--- config.mk ---
export PLATFORM = sky130hd
export DESIGN_NAME = pav_cell
export DESIGN_NICKNAME = d
export VERILOG_FILES = /design/src/rtl/pav_pkg.sv /design/src/rtl/pav_cell.sv
export SDC_FILE = /design/constraint.sdc
export NUM_CORES = 1
export LEC_CHECK = 0
export BUFFER_PORTS_ARGS = -buffer_cell sky130_fd_sc_hd__buf_2
export CORE_ASPECT_RATIO = 0.9
export CORE_MARGIN = 2
export CORE_UTILIZATION = 30
export CTS_BUF_LIST = sky130_fd_sc_hd__clkbuf_2
export DETAILED_ROUTE_END_ITERATION = 8
export SYNTH_ARGS = -nofsm -noshare
export SYNTH_HDL_FRONTEND = slang
export SYNTH_SLANG_ARGS = --single-unit
export TNS_END_PERCENT = 10
--- constraint.sdc ---
create_clock -name clk -period 6.18 [get_ports clk]
set_input_delay 0 -clock clk [delete_from_list [all_inputs] [get_ports clk]]
set_output_delay 0 -clock clk [all_outputs]
set_load 0.02 [all_outputs]
--- src/rtl/pav_pkg.sv ---
`timescale 1ns / 1ps
// ----------------------------------------------------------------------------
// pav_pkg: shared types and constants for the principal axis vector rotator
// Working formats, lane record handed along the CORDIC row, arctangent table
// and the gain constant.
// ----------------------------------------------------------------------------
package pav_pkg;

  // Working width of the rotated pair: 32 fraction bits, headroom for the
  // CORDIC growth of a full-scale Q16.16 input.
  localparam int WORK_W = 50;
  // Angle accumulator, units of pi / 2^31, with guard bits.
  localparam int Z_W    = 34;
  localparam int PROD_W = 64;
  localparam int MAX_STAGES = 24;

  typedef enum logic [1:0] {
    AXIS_X   = 2'd0,
    AXIS_Y   = 2'd1,
    AXIS_Z   = 2'd2,
    AXIS_BAD = 2'd3
  } axis_t;

  // Record carried through each CORDIC cell.
  typedef struct packed {
    logic signed [WORK_W-1:0] a;
    logic signed [WORK_W-1:0] b;
    logic signed [Z_W-1:0]    z;
    logic signed [31:0]       pass;
    axis_t                    axis;
  } lane_t;

  // round(atan(2^-i) * 2^31 / pi)
  localparam logic [29:0] ATAN_TAB [MAX_STAGES] = '{
    30'h20000000, 30'h12E4051E, 30'h09FB385B, 30'h051111D4, 30'h028B0D43,
    30'h0145D7E1, 30'h00A2F61E, 30'h00517C55, 30'h0028BE53, 30'h00145F2F,
    30'h000A2F98, 30'h000517CC, 30'h00028BE6, 30'h000145F3, 30'h0000A2FA,
    30'h0000517D, 30'h000028BE, 30'h0000145F, 30'h00000A30, 30'h00000518,
    30'h0000028C, 30'h00000146, 30'h000000A3, 30'h00000051
  };

  // Stage count clamped to at least 8 and at most the table size.
  function automatic int clamp_stages(int n);
    int r;
    r = n;
    if (r < 8) r = 8;
    if (r > MAX_STAGES) r = MAX_STAGES;
    return r;
  endfunction

  // Inverse CORDIC gain in Q1.31 for n stages.
  function automatic logic signed [31:0] cordic_gain(int n);
    longint num;
    longint k;
    num = 64'sd869377166 + (64'sd1 <<< (2 * n - 1));
    k   = 64'sd1304065748 + (num >>> (2 * n));
    return k[31:0];
  endfunction

endpackage

--- src/rtl/pav_cell.sv ---
`timescale 1ns / 1ps
// ----------------------------------------------------------------------------
// pav_cell: one CORDIC micro-rotation
// Rotates the pair by +-atan(2^-IDX) toward zero residual angle, passes
// bad-axis lanes unchanged and registers the result for the next cell.
// ----------------------------------------------------------------------------
module pav_cell #(
  parameter int IDX = 0
) (
  input  logic           clk,
  input  logic           rst,
  input  logic           up_valid,
  output logic           up_ready,
  input  pav_pkg::lane_t up_lane,
  output logic           dn_valid,
  input  logic           dn_ready,
  output pav_pkg::lane_t dn_lane
);
  import pav_pkg::*;

  localparam logic signed [Z_W-1:0] STEP = Z_W'(ATAN_TAB[IDX]);

  logic signed [WORK_W-1:0] da;
  logic signed [WORK_W-1:0] db;
  lane_t                    lane_next;

  assign da = up_lane.b >>> IDX;
  assign db = up_lane.a >>> IDX;

  always_comb begin
    lane_next = up_lane;
    if (up_lane.axis != AXIS_BAD) begin
      if (!up_lane.z[Z_W-1]) begin
        lane_next.a = up_lane.a - da;
        lane_next.b = up_lane.b + db;
        lane_next.z = up_lane.z - STEP;
      end else begin
        lane_next.a = up_lane.a + da;
        lane_next.b = up_lane.b - db;
        lane_next.z = up_lane.z + STEP;
      end
    end
  end

  assign up_ready = !dn_valid || dn_ready;

  always_ff @(posedge clk) begin
    if (rst) begin
      dn_valid <= 1'b0;
    end else if (up_ready) begin
      dn_valid <= up_valid;
    end
    if (up_ready && up_valid) begin
      dn_lane <= lane_next;
    end
  end

endmodule

==> results.txt <==
Outcome - complete, no violations
Vias in the first global route - 17398
TNS Setup - 0 ns
Worst R2R End - dn_lane[97]
WHS Path Cells - 4
Starting Density - 0.303
Startpoint Class - primary input
Count leader, synth - a21oi_1
Layout Skew - 0.0694 ns
Post-synth EDFFs - 168
Cell variety after synth - 85
Ratio of cells with drive above 1 in the final layout - 0.162
Post-DRT Antenna Nets - 0
Combinational cell fraction of total power - 0.467
Worst reg2reg path startpoint - dn_valid
FP Rows - 79
Total CTS buffers - 17
Setup CP Type - in2reg
CTS tree - built
RSZ-0062 raised after global routing - no
DR iter-0 viols - 1415
Predominant post-synthesis flop cell - edfxtp_1
H-tree depth - 4
Worst rel slew slack - 0.298
Post-Syn Instances - 1885
# DRC - 0
P&R area growth vs syn - 43.6%
Post-CTS Hold Buffers - 430
HPWL Detailed - 49500 µm
Final net count - 2915
Total Routing Usage GR - 0.246
Synth Area per Inst - 8.31 µm²
Period utilization - 0.771
Mapped Area - 0.0157 mm²
IO Port Bufs - 341
Switching Power - 1.62 mW
Worst Setup End Kind - flop
Async S/R FF share, synth - 0
First-pass GRT wire length - 103000 µm
Mapped Nets - 2211
Via count - 17537
Share of the synthesized area in the top cell type - 0.322
Clk Latency, worst-skew pair - 1.04 ns
Worst slack, placed - 2.18 ns
Pre-antenna DRT Iters - 5
Clock sinks - 169
Post-synth top cells - a21oi_1 (264), nor2_1 (186), edfxtp_1 (168)
Pwr dens - 179 mW/mm²
Final setup vio count - 0
Setup Buffers After CTS - 0
Gr ovfl total - 0
FF+latch area - 0.00506 mm²
Crit path DAT - 5.68 ns
Leakage - 9.54 nW
CP Data Required Time - 7.10 ns
Largest net degree at the start of global routing - 74
Height of the chip - 221 µm
Multi-input gate area - 0.00959 mm²
Slew Limit Fails - 0
Ports - 342
Die footprint - 0.0541 mm²
Register area share after synthesis - 0.323
Fin crit period - 4.76 ns
Final setup margin - 1.42 ns
Yosys warning total - 0
Hold Fails Final Rpt - 0
Clk root buf - clkbuf_2
Hold Path Origin - up_lane[156]
Routed wire per std cell - 20.6 µm
Post-DR vias/cell - 5.33
Int Pwr - 2.41 mW
Placeable Area - 0.0517 mm²
Clk network pwr share - 0.173
Switching part of the total - 0.403
Sequential Power Share - 0.360
WL final - 68000 µm
# fillers - 5138
Post-cts resize count - 0
Synthesized flop and latch total - 169
CTS Buffer Depth - 2
Worst vdd ir - 0.113 mV
Die Width - 245 µm
Max FO, Critical Path - 15
Area leader, netlist - edfxtp_1
Hold Crit Class - in2reg
RD Place Congestion - 0.947
R2R Setup Slk - 4.30 ns
Worst-Margin Slew - 1.05 ns
Clk slew on worst S/H paths - 0.29 ns
Design Area, Final - 0.0225 mm²
Max cap viols - 0
Synth area leaders - edfxtp_1 (32%), ha_1 (12%), a21oi_1 (8.4%)
Worst Setup SP - up_lane[87]
Peak Freq - 210 MHz
Initial antenna violation count - 4
Reg2Reg Depth - 3
WHS Endpoint - dn_lane[156]
Post-DP Area - 0.0179 mm²
layout make-up:
type,count,area share
inverters,166,0.0278
multi-input cells,1455,0.426
well taps,688,0.0383
clock buffers,19,0.00423
diodes,3,0.000334
repair buffers,780,0.271
clock inverters,13,0.00706
flip-flops and latches,169,0.225
routing by layer:
| layer | GRT usage | wire length (µm) |
|---|---|---|
| met3 | 0.0371 | 4460 |
| met2 | 0.402 | 31500 |
| met4 | 0.0625 | 1240 |
| met1 | 0.338 | 30700 |
| met5 | 0 | 0 |
registers in the layout, indices dropped and copies added, names as in the netlist:
register  count
dn_valid      1
dn_lane     168
through the flow:
stage / util / std cells / hold slack, ns / power, mW
2_1_floorplan: - / 1885 / 0.0691 / 2.47
3_3_place_gp: 0.347 / 2828 / 0.156 / 2.99
3_5_place_dp: 0.347 / 2828 / 0.158 / 2.99
4_1_cts: 0.435 / 3290 / 0.0119 / 4.04
5_1_grt: 0.435 / 3293 / 0.121 / 4.26
6_report: 0.435 / 3293 / 0.174 / 4.03
cell usage in the layout (no fill, tap or decap), drive strengths merged, types with 10 or more instances in the layout:
cell and n:
o21bai 49, nor2 186, or3 12, and2 13
ha 150, dlygate4sd3 429, buf 351, clkbuf 19
o21ai 146, nand4 20, a2111oi 10, xnor2 75
nor2b 18, nor3 41, a21o 29, o21a 20
o211ai 28, nand2 128, nor4 16, nand3 28
edfxtp 168, inv 168, a211oi 17, a31oi 23
nand2b 14, o31ai 22, a21boi 11, a21oi 265
mux2i 15
worst max-delay path by stage:
| stage | end | slack [ns] | cells after the start |
|---|---|---|---|
| 3_5_place_dp | dn_lane[108] | 2.18 | 13 |
| 4_1_cts | dn_lane[158] | 1.77 | 16 |
| 2_1_floorplan | dn_lane[0] | 1.14 | 2 |
| 3_3_place_gp | dn_lane[113] | 2.21 | 13 |
| 5_1_grt | dn_lane[158] | 1.35 | 16 |
| 6_report | dn_lane[158] | 1.42 | 16 |
worst max-delay path: stages:
cell and delay [ns]:
dlygate4sd3_1 0.54, buf_2 0.13, dlygate4sd3_1 0.56, inv_1 0.06, ha_1 0.58, inv_1 0.14, a21oi_1 0.24, o31ai_1 0.13
o21ai_0 0.46, nor4b_1 0.82, a21oi_1 0.31, o211ai_1 0.34, a41oi_1 0.15, dlygate4sd3_1 0.60, nand2_1 0.07, dlygate4sd3_1 0.54
power groups by stage:
stage               Sequential, mW  Clock (mW)  Combinational, mW
floorplan                     1.62           0              0.854
detailed placement            1.48           0               1.52
finish                        1.45       0.697               1.88
global route                  1.46       0.766               2.03
CTS                           1.45       0.741               1.85
global placement              1.48           0               1.52
kinds of logic (layout without fill, tap and decap cells):
| group | count (synthesis) | after routing | share of synthesized area |
|---|---|---|---|
| AOI/OAI and AO/OA | 695 | 695 | 0.280 |
| xor gates and xnor gates | 76 | 76 | 0.0425 |
| adders and majority gates | 154 | 154 | 0.125 |
| buffers and inverters | 261 | 978 | 0.0652 |
| DFF | 169 | 169 | 0.323 |
| muxes | 17 | 17 | 0.0110 |
| other | 0 | 3 | 0 |
| and+or+nand+nor | 513 | 513 | 0.153 |
(Power assumes the default switching activity.)
