<file path="config.mk">
export PLATFORM = sky130hd
export DESIGN_NAME = pav_finish
export DESIGN_NICKNAME = d
export VERILOG_FILES = /design/src/rtl/pav_pkg.sv /design/src/rtl/pav_finish.sv
export SDC_FILE = /design/constraint.sdc
export NUM_CORES = 1
export LEC_CHECK = 0
export ABC_AREA = 1
export ABC_CLOCK_PERIOD_IN_PS = 16260
export BUFFER_PORTS_ARGS = -buffer_cell sky130_fd_sc_hd__buf_2
export CELL_PAD_IN_SITES_DETAIL_PLACEMENT = 1
export CELL_PAD_IN_SITES_GLOBAL_PLACEMENT = 2
export CORE_MARGIN = 8
export CORE_UTILIZATION = 29
export DETAILED_ROUTE_END_ITERATION = 10
export PLACE_DENSITY_LB_ADDON = 0.1
export SLEW_MARGIN = 20
export SYNTH_ARGS = -nofsm -noshare
export SYNTH_HDL_FRONTEND = slang
export SYNTH_SLANG_ARGS = --single-unit
</file>
<file path="constraint.sdc">
create_clock -name clk -period 16.26 [get_ports clk]
set_clock_uncertainty 0.05 [all_clocks]
set_input_delay 2.439 -clock clk [delete_from_list [all_inputs] [get_ports clk]]
set_output_delay 2.439 -clock clk [all_outputs]
set_load 0.01 [all_outputs]
</file>
<file path="src/rtl/pav_pkg.sv">
`timescale 1ns / 1ps
// ----------------------------------------------------------------------------
// pav_pkg: shared types and constants for the principal axis vector rotator
// Working formats, lane record handed along the CORDIC row, arctangent table
// and the gain constant.
// ----------------------------------------------------------------------------
package pav_pkg;

  // Working width of the rotated pair: 32 fraction bits, headroom for the
  // CORDIC growth of a full-scale Q16.16 input.
  localparam int WORK_W = 50;
  // Angle accumulator, units of pi / 2^31, with guard bits.
  localparam int Z_W    = 34;
  localparam int PROD_W = 64;
  localparam int MAX_STAGES = 24;

  typedef enum logic [1:0] {
    AXIS_X   = 2'd0,
    AXIS_Y   = 2'd1,
    AXIS_Z   = 2'd2,
    AXIS_BAD = 2'd3
  } axis_t;

  // Record carried through each CORDIC cell.
  typedef struct packed {
    logic signed [WORK_W-1:0] a;
    logic signed [WORK_W-1:0] b;
    logic signed [Z_W-1:0]    z;
    logic signed [31:0]       pass;
    axis_t                    axis;
  } lane_t;

  // round(atan(2^-i) * 2^31 / pi)
  localparam logic [29:0] ATAN_TAB [MAX_STAGES] = '{
    30'h20000000, 30'h12E4051E, 30'h09FB385B, 30'h051111D4, 30'h028B0D43,
    30'h0145D7E1, 30'h00A2F61E, 30'h00517C55, 30'h0028BE53, 30'h00145F2F,
    30'h000A2F98, 30'h000517CC, 30'h00028BE6, 30'h000145F3, 30'h0000A2FA,
    30'h0000517D, 30'h000028BE, 30'h0000145F, 30'h00000A30, 30'h00000518,
    30'h0000028C, 30'h00000146, 30'h000000A3, 30'h00000051
  };

  // Stage count clamped to at least 8 and at most the table size.
  function automatic int clamp_stages(int n);
    int r;
    r = n;
    if (r < 8) r = 8;
    if (r > MAX_STAGES) r = MAX_STAGES;
    return r;
  endfunction

  // Inverse CORDIC gain in Q1.31 for n stages.
  function automatic logic signed [31:0] cordic_gain(int n);
    longint num;
    longint k;
    num = 64'sd869377166 + (64'sd1 <<< (2 * n - 1));
    k   = 64'sd1304065748 + (num >>> (2 * n));
    return k[31:0];
  endfunction

endpackage

</file>
<file path="src/rtl/pav_finish.sv">
`timescale 1ns / 1ps
// ----------------------------------------------------------------------------
// pav_finish: rounding, saturation and output register
// Rounds the pair back to Q16.16, clamps to 32 bits, routes the three
// components to their axes and holds the result until taken.
// ----------------------------------------------------------------------------
module pav_finish (
  input  logic               clk,
  input  logic               rst,
  input  logic               up_valid,
  output logic               up_ready,
  input  pav_pkg::lane_t     up_lane,
  output logic               result_valid,
  input  logic               result_ready,
  output logic signed [31:0] rot_x,
  output logic signed [31:0] rot_y,
  output logic signed [31:0] rot_z,
  output logic               saturated,
  output logic               bad_axis
);
  import pav_pkg::*;

  localparam int R_W = WORK_W - 16;

  logic signed [WORK_W-1:0] sum_a;
  logic signed [WORK_W-1:0] sum_b;
  logic signed [R_W-1:0]    ra;
  logic signed [R_W-1:0]    rb;
  logic                     ovf_a;
  logic                     ovf_b;
  logic signed [31:0]       ca;
  logic signed [31:0]       cb;
  logic signed [31:0]       x_next;
  logic signed [31:0]       y_next;
  logic signed [31:0]       z_next;

  assign sum_a = up_lane.a + WORK_W'(32768);
  assign sum_b = up_lane.b + WORK_W'(32768);
  assign ra    = R_W'(sum_a >>> 16);
  assign rb    = R_W'(sum_b >>> 16);

  // in range iff the bits above bit 30 are all sign
  assign ovf_a = !((&ra[R_W-1:31]) || !(|ra[R_W-1:31]));
  assign ovf_b = !((&rb[R_W-1:31]) || !(|rb[R_W-1:31]));
  assign ca = ovf_a ? (ra[R_W-1] ? 32'sh80000000 : 32'sh7FFFFFFF) : ra[31:0];
  assign cb = ovf_b ? (rb[R_W-1] ? 32'sh80000000 : 32'sh7FFFFFFF) : rb[31:0];

  always_comb begin
    unique case (up_lane.axis)
      AXIS_X: begin
        x_next = up_lane.pass; y_next = ca; z_next = cb;
      end
      AXIS_Y: begin
        z_next = ca; x_next = cb; y_next = up_lane.pass;
      end
      default: begin
        x_next = ca; y_next = cb; z_next = up_lane.pass;
      end
    endcase
  end

  assign up_ready = !result_valid || result_ready;

  always_ff @(posedge clk) begin
    if (rst) begin
      result_valid <= 1'b0;
    end else if (up_ready) begin
      result_valid <= up_valid;
    end
    if (up_ready && up_valid) begin
      rot_x     <= x_next;
      rot_y     <= y_next;
      rot_z     <= z_next;
      saturated <= ovf_a || ovf_b;
      bad_axis  <= (up_lane.axis == AXIS_BAD);
    end
  end

endmodule

</file>
==> results.yml <==
synth:
  synth_cells: 954
  syn_area_per_cell_um2: 7.50
  ys_ff_latch: 99
  ys_warn_count: 0
  synth_cell_type_count: 30
  yosysSeqAreaShare_pct: 41.4
  syn_nets: 1128
  syn_area_um2: 7160
routing:
  dr.pass1.iters: 5
  post_drt_wl_per_cell_um: 19.3
  wl_um: 28000
  dr_total_vias: 7144
  drc: 0
  drt_iter0_markers: 383
  ant_nets: 0
  vias_per_cell: 4.93
setup_path:
  reg2reg_slack_ns: 13.86
  reg2reg_from: "result_valid"
  startpoint_type: "input port"
  rr_worst_depth: 2
  worst_ep_arrival_time_ns: 2.86
  end_kind: "primary output"
  cp_max_fo: 2
  r2r_end: "rot_z[14]"
  crit_required_ns: 13.77
  path_class: "in2out"
timing:
  max-slew-margin-rel_pct: 27.1
  fin_setup_tns_ns: 0
  rsz0062_at_grt: "false"
  worst_slack_ns: 10.91
  slew_viol_final: 0
  max_freq_mhz: 187
  finalSetupViolCount: 0
  layout_min_cycle_time_ns: 5.35
  final.period_utilization_pct: 32.9
  worst_pin_slew_ns: 1.09
  hold_violations: 0
  holdWs_ns: 0.483
floorplanning:
  num_rows: 57
  die_w_um: 173
  die-area_um2: 30000
  io_pins: 272
  coreArea_um2: 24200
  start_util_pct: 29.5
  die_h_um: 173
finish:
  layout-drive-gt1-share_pct: 22.8
  antenna_cells: 0
  nNetsFinal: 1294
  area_growth_pct: 20.4
  fin_area_um2: 8620
  fillers: 3124
  finalNonFillerCells: 1449
cts:
  cts_made_buffers: 9
  cts_buffer_depth: 2
  clk_latency_ns: 0.36
  cts_hold_buf: 0
  cts_resized: 0
  clock-sinks: 99
  postCtsSetupBuffers: 0
  h-tree-depth: 3
  clk_pin_slew_ns: 0.08
  cts_root_buf: "clkbuf_16"
  cts_tree: "built"
power:
  seqPwrFrac_pct: 45.3
  swShare_pct: 32.5
  power.density_nw_per_um2: 80.7
  p_int_uw: 470
  peakVddDrop_mv: 0.0411
  net-switching-power_uw: 226
  p_comb_share_pct: 23.2
  p_clk_share_pct: 31.5
  p_leak_nw: 3.60
placement:
  place_area_um2: 8320
  io_buffer_count: 207
  hpwl_um: 21500
  preCtsSetupSlack_ns: 10.91
  place.gp.congestion: 0.873
  dp.cells: 1433
global_route:
  grt_use_met1_pct: 24.7
  antenna_found_initial: 1
  grt_pass1_vias: 7507
  grt_usage_pct: 18.5
  grt-ovfl-total: 0
  grt.met3_usage_pct: 4.09
  grt_use_met2_pct: 29.6
  grt_pass1_wl_um: 43700
  grt_start_max_net_pins: 99
  busiest_layer: "met2"
worst_hold_path:
  hold_end: "result_valid"
  hp-start: "result_valid"
  hold_path_class: "reg2reg"
  min_path_cells: 2
run:
  maxCapViolCount: 0
run_status:
  status: "completed"
-- logic make-up after synthesis --
group / synth area share [%]
flops: 41.4
simple gates: 44.2
xor+xnor: 7.22
buf+inv: 6.29
fa+ha+maj: 0.349
compound gates: 0.594
-- worst max path at each step --
| stage | endpoint | cells past startpoint | slack [ns] | startpoint |
|---|---|---|---|---|
| floorplan | bad_axis | 2 | 8.41 | up_valid |
| finish | up_ready | 4 | 10.91 | result_ready |
| global route | up_ready | 4 | 10.86 | result_ready |
| CTS | up_ready | 4 | 10.91 | result_ready |
| global placement | up_ready | 4 | 10.91 | result_ready |
| detailed placement | up_ready | 4 | 10.91 | result_ready |
-- power by group through the flow --
| stage | combinational (mW) | clock, mW | sequential, mW |
|---|---|---|---|
| after global placement | 0.164 | 0 | 0.321 |
| final | 0.161 | 0.219 | 0.315 |
| after floorplan | 0.0820 | 0 | 0.334 |
| after CTS | 0.165 | 0.227 | 0.316 |
| after global routing | 0.180 | 0.235 | 0.318 |
| after detailed placement | 0.164 | 0 | 0.322 |
-- metrics by stage --
stage / util, % / total power, mW
3_5_place_dp: 34.3 / 0.486
4_1_cts: 35.5 / 0.708
5_1_grt: 35.5 / 0.732
2_1_floorplan: - / 0.416
3_3_place_gp: 34.3 / 0.485
6_report: 35.5 / 0.696
-- sequential cells by signal, summed over array words and instances (netlist names) --
register and flops:
rot_y 32, saturated 1, rot_z 32, rot_x 32
result_valid 1, bad_axis 1
-- worst max-delay path: stages --
cell	delay (ns)
buf_2	0.10
inv_1	0.09
nand2_1	0.08
buf_2	0.14
-- metal layers --
metal  up-vias  wire length [um]
met4         2               487
met3        24              1380
met5         -                10
met1      3380             13300
met2       165             12800
li1       3573                 -
-- cell usage in the layout, fill, tap and decap left out, drive strengths merged, types with 2 or more instances in the layout --
cell type	n
nand3	305
nand2	292
buf	212
edfxtp	98
nor2	79
inv	33
xor2	31
xnor2	28
nor3	10
clkbuf	9
nand4	8
clkinv	3
nor3b	2
a22oi	2
o21ai	2
ha	2
a21oi	2
nand3b	2
-- synthesized netlist by cell type --
master	count	share of area (%)
nor3_1	10	0.70
inv_1	26	1.4
o21ai_0	2	0.14
dfxtp_1	1	0.28
buf_1	6	0.31
and3_1	1	0.087
a22oi_1	2	0.21
buf_2	6	0.42
nand4_1	8	0.70
nor2_1	67	3.5
buf_4	9	0.94
xor2_1	31	3.8
nand3_1	304	21
nor2_2	5	0.44
nor2_4	7	1.1
nand2_2	7	0.61
clkbuf_1	25	1.3
xnor2_1	28	3.4
nor4_1	1	0.087
nand3b_1	1	0.10
buf_6	11	1.7
nand2_1	285	15
ha_1	2	0.35
nor3b_1	2	0.21
inv_2	4	0.21
nand3_2	1	0.14
o211ai_1	1	0.10
nand3b_4	1	0.28
a21oi_1	2	0.14
edfxtp_1	98	41
-- area by class of cell --
cell class / instances / area [um^2] / area share (%)
clock buffer: 9 / 225 / 2.61
clock inverter: 7 / 71.3 / 0.828
inverter: 30 / 113 / 1.31
multi-input combinational: 768 / 3760 / 43.7
sequential: 99 / 2960 / 34.4
tap: 324 / 405 / 4.70
timing repair buffer: 212 / 1080 / 12.5
No activity file was read; power rests on OpenSTA's default activity.
