## src/rtl/pav_pkg.sv

```systemverilog
`timescale 1ns / 1ps
// ----------------------------------------------------------------------------
// pav_pkg: shared types and constants for the principal axis vector rotator
// Working formats, lane record handed along the CORDIC row, arctangent table
// and the gain constant.
// ----------------------------------------------------------------------------
package pav_pkg;

  // Working width of the rotated pair: 32 fraction bits, headroom for the
  // CORDIC growth of a full-scale Q16.16 input.
  localparam int WORK_W = 50;
  // Angle accumulator, units of pi / 2^31, with guard bits.
  localparam int Z_W    = 34;
  localparam int PROD_W = 64;
  localparam int MAX_STAGES = 24;

  typedef enum logic [1:0] {
    AXIS_X   = 2'd0,
    AXIS_Y   = 2'd1,
    AXIS_Z   = 2'd2,
    AXIS_BAD = 2'd3
  } axis_t;

  // Record carried through each CORDIC cell.
  typedef struct packed {
    logic signed [WORK_W-1:0] a;
    logic signed [WORK_W-1:0] b;
    logic signed [Z_W-1:0]    z;
    logic signed [31:0]       pass;
    axis_t                    axis;
  } lane_t;

  // round(atan(2^-i) * 2^31 / pi)
  localparam logic [29:0] ATAN_TAB [MAX_STAGES] = '{
    30'h20000000, 30'h12E4051E, 30'h09FB385B, 30'h051111D4, 30'h028B0D43,
    30'h0145D7E1, 30'h00A2F61E, 30'h00517C55, 30'h0028BE53, 30'h00145F2F,
    30'h000A2F98, 30'h000517CC, 30'h00028BE6, 30'h000145F3, 30'h0000A2FA,
    30'h0000517D, 30'h000028BE, 30'h0000145F, 30'h00000A30, 30'h00000518,
    30'h0000028C, 30'h00000146, 30'h000000A3, 30'h00000051
  };

  // Stage count clamped to at least 8 and at most the table size.
  function automatic int clamp_stages(int n);
    int r;
    r = n;
    if (r < 8) r = 8;
    if (r > MAX_STAGES) r = MAX_STAGES;
    return r;
  endfunction

  // Inverse CORDIC gain in Q1.31 for n stages.
  function automatic logic signed [31:0] cordic_gain(int n);
    longint num;
    longint k;
    num = 64'sd869377166 + (64'sd1 <<< (2 * n - 1));
    k   = 64'sd1304065748 + (num >>> (2 * n));
    return k[31:0];
  endfunction

endpackage

```

## src/rtl/pav_prep.sv

```systemverilog
`timescale 1ns / 1ps
// ----------------------------------------------------------------------------
// pav_prep: operand selection, quadrant fold and gain pre-scale
// Two registered stages: pair select and gain multiply, then sign fix and
// scaling into the working format.
// ----------------------------------------------------------------------------
module pav_prep #(
  parameter int STAGES = 16
) (
  input  logic                  clk,
  input  logic                  rst,
  input  logic                  up_valid,
  output logic                  up_ready,
  input  logic signed [15:0]    angle,
  input  logic [1:0]            axis,
  input  logic signed [31:0]    vec_x,
  input  logic signed [31:0]    vec_y,
  input  logic signed [31:0]    vec_z,
  output logic                  dn_valid,
  input  logic                  dn_ready,
  output pav_pkg::lane_t        dn_lane
);
  import pav_pkg::*;

  localparam logic signed [31:0] KGAIN = cordic_gain(clamp_stages(STAGES));

  typedef struct packed {
    logic signed [PROD_W-1:0] pa;
    logic signed [PROD_W-1:0] pb;
    logic signed [Z_W-1:0]    z;
    logic signed [31:0]       pass;
    axis_t                    axis;
    logic                     neg;
  } prod_t;

  axis_t              ax;
  logic signed [31:0] ra;
  logic signed [31:0] rb;
  logic signed [31:0] rp;
  logic signed [16:0] ang;
  logic               neg_next;
  prod_t              prod_next;
  prod_t              prod;
  logic               vld1;
  logic               rdy1;
  logic               rdy2;
  logic signed [PROD_W-1:0] na;
  logic signed [PROD_W-1:0] nb;
  lane_t              lane_next;

  assign ax = axis_t'(axis);

  always_comb begin
    unique case (ax)
      AXIS_X: begin
        ra = vec_y; rb = vec_z; rp = vec_x;
      end
      AXIS_Y: begin
        ra = vec_z; rb = vec_x; rp = vec_y;
      end
      default: begin
        ra = vec_x; rb = vec_y; rp = vec_z;
      end
    endcase
  end

  // Fold angles beyond +-pi/2 by a half turn: negate the pair instead.
  always_comb begin
    ang      = 17'(angle);
    neg_next = 1'b0;
    if (angle > 16'sd16384) begin
      ang      = 17'(angle) - 17'sd32768;
      neg_next = 1'b1;
    end else if (angle < -16'sd16384) begin
      ang      = 17'(angle) + 17'sd32768;
      neg_next = 1'b1;
    end
  end

  always_comb begin
    prod_next.z    = Z_W'(ang) <<< 16;
    prod_next.pass = rp;
    prod_next.axis = ax;
    prod_next.neg  = neg_next;
    if (ax == AXIS_BAD) begin
      // raw operands ride along untouched
      prod_next.pa = PROD_W'(ra);
      prod_next.pb = PROD_W'(rb);
    end else begin
      prod_next.pa = ra * KGAIN;
      prod_next.pb = rb * KGAIN;
    end
  end

  assign rdy1     = !vld1 || rdy2;
  assign rdy2     = !dn_valid || dn_ready;
  assign up_ready = rdy1;

  always_ff @(posedge clk) begin
    if (rst) begin
      vld1 <= 1'b0;
    end else if (rdy1) begin
      vld1 <= up_valid;
    end
    if (rdy1 && up_valid) begin
      prod <= prod_next;
    end
  end

  always_comb begin
    na = prod.neg ? -prod.pa : prod.pa;
    nb = prod.neg ? -prod.pb : prod.pb;
    lane_next.z    = prod.z;
    lane_next.pass = prod.pass;
    lane_next.axis = prod.axis;
    if (prod.axis == AXIS_BAD) begin
      lane_next.a = WORK_W'(prod.pa <<< 16);
      lane_next.b = WORK_W'(prod.pb <<< 16);
    end else begin
      lane_next.a = WORK_W'(na >>> 15);
      lane_next.b = WORK_W'(nb >>> 15);
    end
  end

  always_ff @(posedge clk) begin
    if (rst) begin
      dn_valid <= 1'b0;
    end else if (rdy2) begin
      dn_valid <= vld1;
    end
    if (rdy2 && vld1) begin
      dn_lane <= lane_next;
    end
  end

endmodule

```

## config.mk

```make
export PLATFORM = sky130hd
export DESIGN_NAME = pav_prep
export DESIGN_NICKNAME = d
export VERILOG_FILES = /design/src/rtl/pav_pkg.sv /design/src/rtl/pav_prep.sv
export SDC_FILE = /design/constraint.sdc
export NUM_CORES = 2
export LEC_CHECK = 0
export BUFFER_PORTS_ARGS = -buffer_cell sky130_fd_sc_hd__buf_4
export CAP_MARGIN = 10
export CORE_UTILIZATION = 50
export CTS_CLUSTER_DIAMETER = 80
export CTS_CLUSTER_SIZE = 28
export DETAILED_ROUTE_END_ITERATION = 6
export PLACE_DENSITY = 0.66
export RECOVER_POWER = 50
export SYNTH_ARGS = -nofsm -noshare
export SYNTH_HDL_FRONTEND = slang
export SYNTH_SLANG_ARGS = --single-unit
```

## constraint.sdc

```tcl
create_clock -name clk -period 18.4 [get_ports clk]
set_clock_uncertainty 0.05 [all_clocks]
set_input_delay 3.68 -clock clk [delete_from_list [all_inputs] [get_ports clk]]
set_output_delay 3.68 -clock clk [all_outputs]
set_load 0.1 [all_outputs]
```

==> flow_metrics.env <==
export IMPL_status="finished, violations left"
export IMPL_failing_checks="max-capacitance violations, max-slew violations"
export IMPL_post_cts_resized_instances=0
export IMPL_critical_path_max_stage_delay_ns=0.85
export IMPL_tritoncts="built"
export IMPL_setup_tns_ns=0
export IMPL_hold_violations=0
export IMPL_crit_slowest_cell="o21ai_0"
export IMPL_residual_antenna_violating_net_count_after_detailed_routing=0
export IMPL_length_of_the_first_detailed_routing_pass_in_iterations=6
export IMPL_ys_flop_type="edfxtp_1"
export IMPL_grt_pass1_vias=40663
export IMPL_antenna_found_initial=17
export IMPL_routedWlPerCell_um=27.08
export IMPL_fp_coreArea_sq_mm=0.1075
export IMPL_yosysUniqueCellTypes=71
export IMPL_area_growth_pct=6.695
export IMPL_crit_top_cell="fa_1"
export IMPL_io_pin_count=288
export IMPL_fp_dieH_um=332.0
export IMPL_synth_top_cell_by_area="fa_1"
export IMPL_cp_required_ns=18.62
export IMPL_clk_path_buf_depth=3
export IMPL_proportion_of_layout_cells_with_a_drive_suffix_above_1=0.04013
export IMPL_pin_count_of_the_biggest_net_entering_global_routing=107
export IMPL_finalSetupViolCount=0
export IMPL_post_drt_via_cell_ratio=5.730
export IMPL_cts_max_level=1
export IMPL_global_route_overflow_total=0
export IMPL_placementRows=120
export IMPL_later_pin_clock_latency_in_the_skew_report_ns=0.60
export IMPL_worst_slack_placed_ns=4.368
export IMPL_cap_violations=4
export IMPL_initial_core_util=0.5066
export IMPL_worst_hold_path_type="reg -> reg"
export IMPL_endpoint_kind="flip-flop"
export IMPL_hpwl_after_dpl_um=168300
export IMPL_cts_buffers=20
export IMPL_synth_avg_cell_area_sq_um=9.957
export IMPL_path_clk_slew_ns=0.09
export IMPL_rsz0062_at_grt="false"
export IMPL_ctsHoldBuffers=0
export IMPL_criticalPathCategory="in -> reg"
export IMPL_worst_pin_slew_ns=3.508
export IMPL_synth_yosys_warnings=0
export IMPL_worstPathArrival_ns=13.80
export IMPL_critical_path_peak_fanout=63
export IMPL_synth_ff_latch_count=333
export IMPL_route_detailed_drc=0
export IMPL_netlist_area_sq_mm=0.05446
export IMPL_design_final_nets=7324
export IMPL_finalWeightedCongestion=1.025
export IMPL_synth_edf_count=331
export IMPL_synth_sequential_area_ratio=0.1833
export IMPL_ctsRootBufferMaster="clkbuf_16"
export IMPL_drt_wl_total_um=191500
export IMPL_die_outline_area_sq_mm=0.1102
export IMPL_area_fraction_of_the_dominant_cell_type_after_synthesis=0.3007
export IMPL_cts_sinks=333
export IMPL_netlist_instances=5469
export IMPL_floorplan_die_width_um=332.0
export IMPL_cts_post_setup_buffers_inserted=0
export IMPL_slew_limit_headroom=-1.339
export IMPL_final_period_minus_worst_setup_slack_ns=13.58
export IMPL_report_final_slew_viol_count=233
export IMPL_grtUsageTotal=0.3467
export IMPL_setup_ws_ns=4.821
export IMPL_timing_critical_path_from_type="primary input"
export IMPL_detailedRoute_firstIterationViolations=4476
export IMPL_io_buffers=271
export IMPL_max_freq_mhz=73.64
export IMPL_synth_area_leaders="fa_1 (30%), edfxtp_1 (18%), ha_1 (17%)"
export IMPL_grt_pass1_wl_um=277900
export IMPL_period_share=0.7380
export IMPL_ys_async_sr_fraction=0
export IMPL_via_count=40515
-- synthesized netlist by cell type (13+ instances only) --
cell type,count
and2_1,13
inv_1,1179
fa_1,818
o21ai_0,366
edfxtp_1,331
mux2i_1,98
a21oi_1,271
o21bai_1,27
buf_4,17
clkbuf_1,161
xnor2_1,141
o21a_1,17
and3_1,19
nor2b_1,30
a21o_1,110
nor4_1,18
nand3_1,33
nor2_1,154
or4_1,16
o31ai_1,31
nand4_1,34
ha_1,744
or3_1,16
a31oi_1,26
nor3_1,15
nand2_1,358
xor2_1,287
-- metal layers --
metal | share of wire | vias to the layer above | GRT usage | wire length [um]
met5 | 0.00034 | - | 0 | 66
met4 | 0.029 | 10 | 0.08905 | 5609
met3 | 0.10 | 242 | 0.07987 | 19690
met2 | 0.42 | 1982 | 0.5066 | 80120
met1 | 0.45 | 20291 | 0.5159 | 86000
li1 | - | 17990 | - | -
-- area by class of cell --
| type | count | area [sq um] |
|---|---|---|
| Fill cell | 9893 | 49400 |
| Multi-Input combinational cell | 3782 | 39340 |
| Sequential cell | 333 | 9980 |
| Inverter | 1179 | 4425 |
| Timing Repair Buffer | 328 | 1874 |
| Tap cell | 1403 | 1755 |
| Clock buffer | 21 | 504.2 |
| Clock inverter | 13 | 195.2 |
| Antenna cell | 12 | 30.03 |
-- state kept, by name, summed over array words and instances (netlist names) --
signal / flops
vld1: 1
prod: 129
dn_lane: 151
dn_valid: 1
lane_next: 51
-- worst paths after layout --
kind	from	to	slack [ns]	depth (start not counted)
worst min register to register	lane_next[21]	dn_lane[21]	0.37	0
worst max register to register	lane_next[0]	dn_lane[113]	11.75	3
worst max-delay path	axis[0]	prod[195]	4.82	30
worst min-delay path	lane_next[21]	dn_lane[21]	0.37	0
-- stage by stage --
stage          std cells    util  hold WS (ns)  instance area [sq um]
2_1_floorplan       5484       -        0.3503                  54510
3_3_place_gp        7023  0.5393        0.3522                  57970
3_5_place_dp        7023  0.5393        0.3545                  57970
4_1_cts             7057  0.5458        0.3697                  58670
5_1_grt             7061  0.5402        0.3791                  58080
6_report            7071  0.5405        0.3705                  58100
-- layout by cell type, fill, tap and decap left out, types with 19 or more instances in the layout --
cell | synthesis | routed
mux2i_1 | 98 | 98
nor2_1 | 154 | 154
nand4_1 | 34 | 34
ha_1 | 744 | 744
a21o_1 | 110 | 110
clkbuf_16 | 0 | 20
nor2b_1 | 30 | 30
inv_1 | 1179 | 1177
nand3_1 | 33 | 33
a21oi_1 | 271 | 269
and3_1 | 19 | 19
buf_4 | 17 | 164
clkbuf_1 | 161 | 159
nand2_1 | 358 | 357
fa_1 | 818 | 818
o21bai_1 | 27 | 27
a31oi_1 | 26 | 26
edfxtp_1 | 331 | 331
xor2_1 | 287 | 287
o31ai_1 | 31 | 32
xnor2_1 | 141 | 141
o21ai_0 | 366 | 367
-- critical path: cells and delay by family --
family                     cells  cell delay (ns)
muxes                          1             0.15
xor gates and xnor gates       2             0.38
and+or+nand+nor                3             0.77
AOI/OAI and AO/OA              8             2.80
buffers and inverters          7             1.60
adders and majority gates      9             4.23
-- logic make-up after synthesis --
logic type      after synthesis  share of synthesized area
compound gates              940                     0.1012
xor+xnor                    428                    0.06884
fa+ha+maj                  1563                     0.4718
buf+inv                    1369                    0.09556
flops                       333                     0.1833
mux                          99                    0.01822
other cells                   1                 0.00006886
simple gates                736                    0.06100
Power is left out: the tool's default activity adds up to more than one toggle a clock period on the data nets, which glitch-free logic cannot reach.
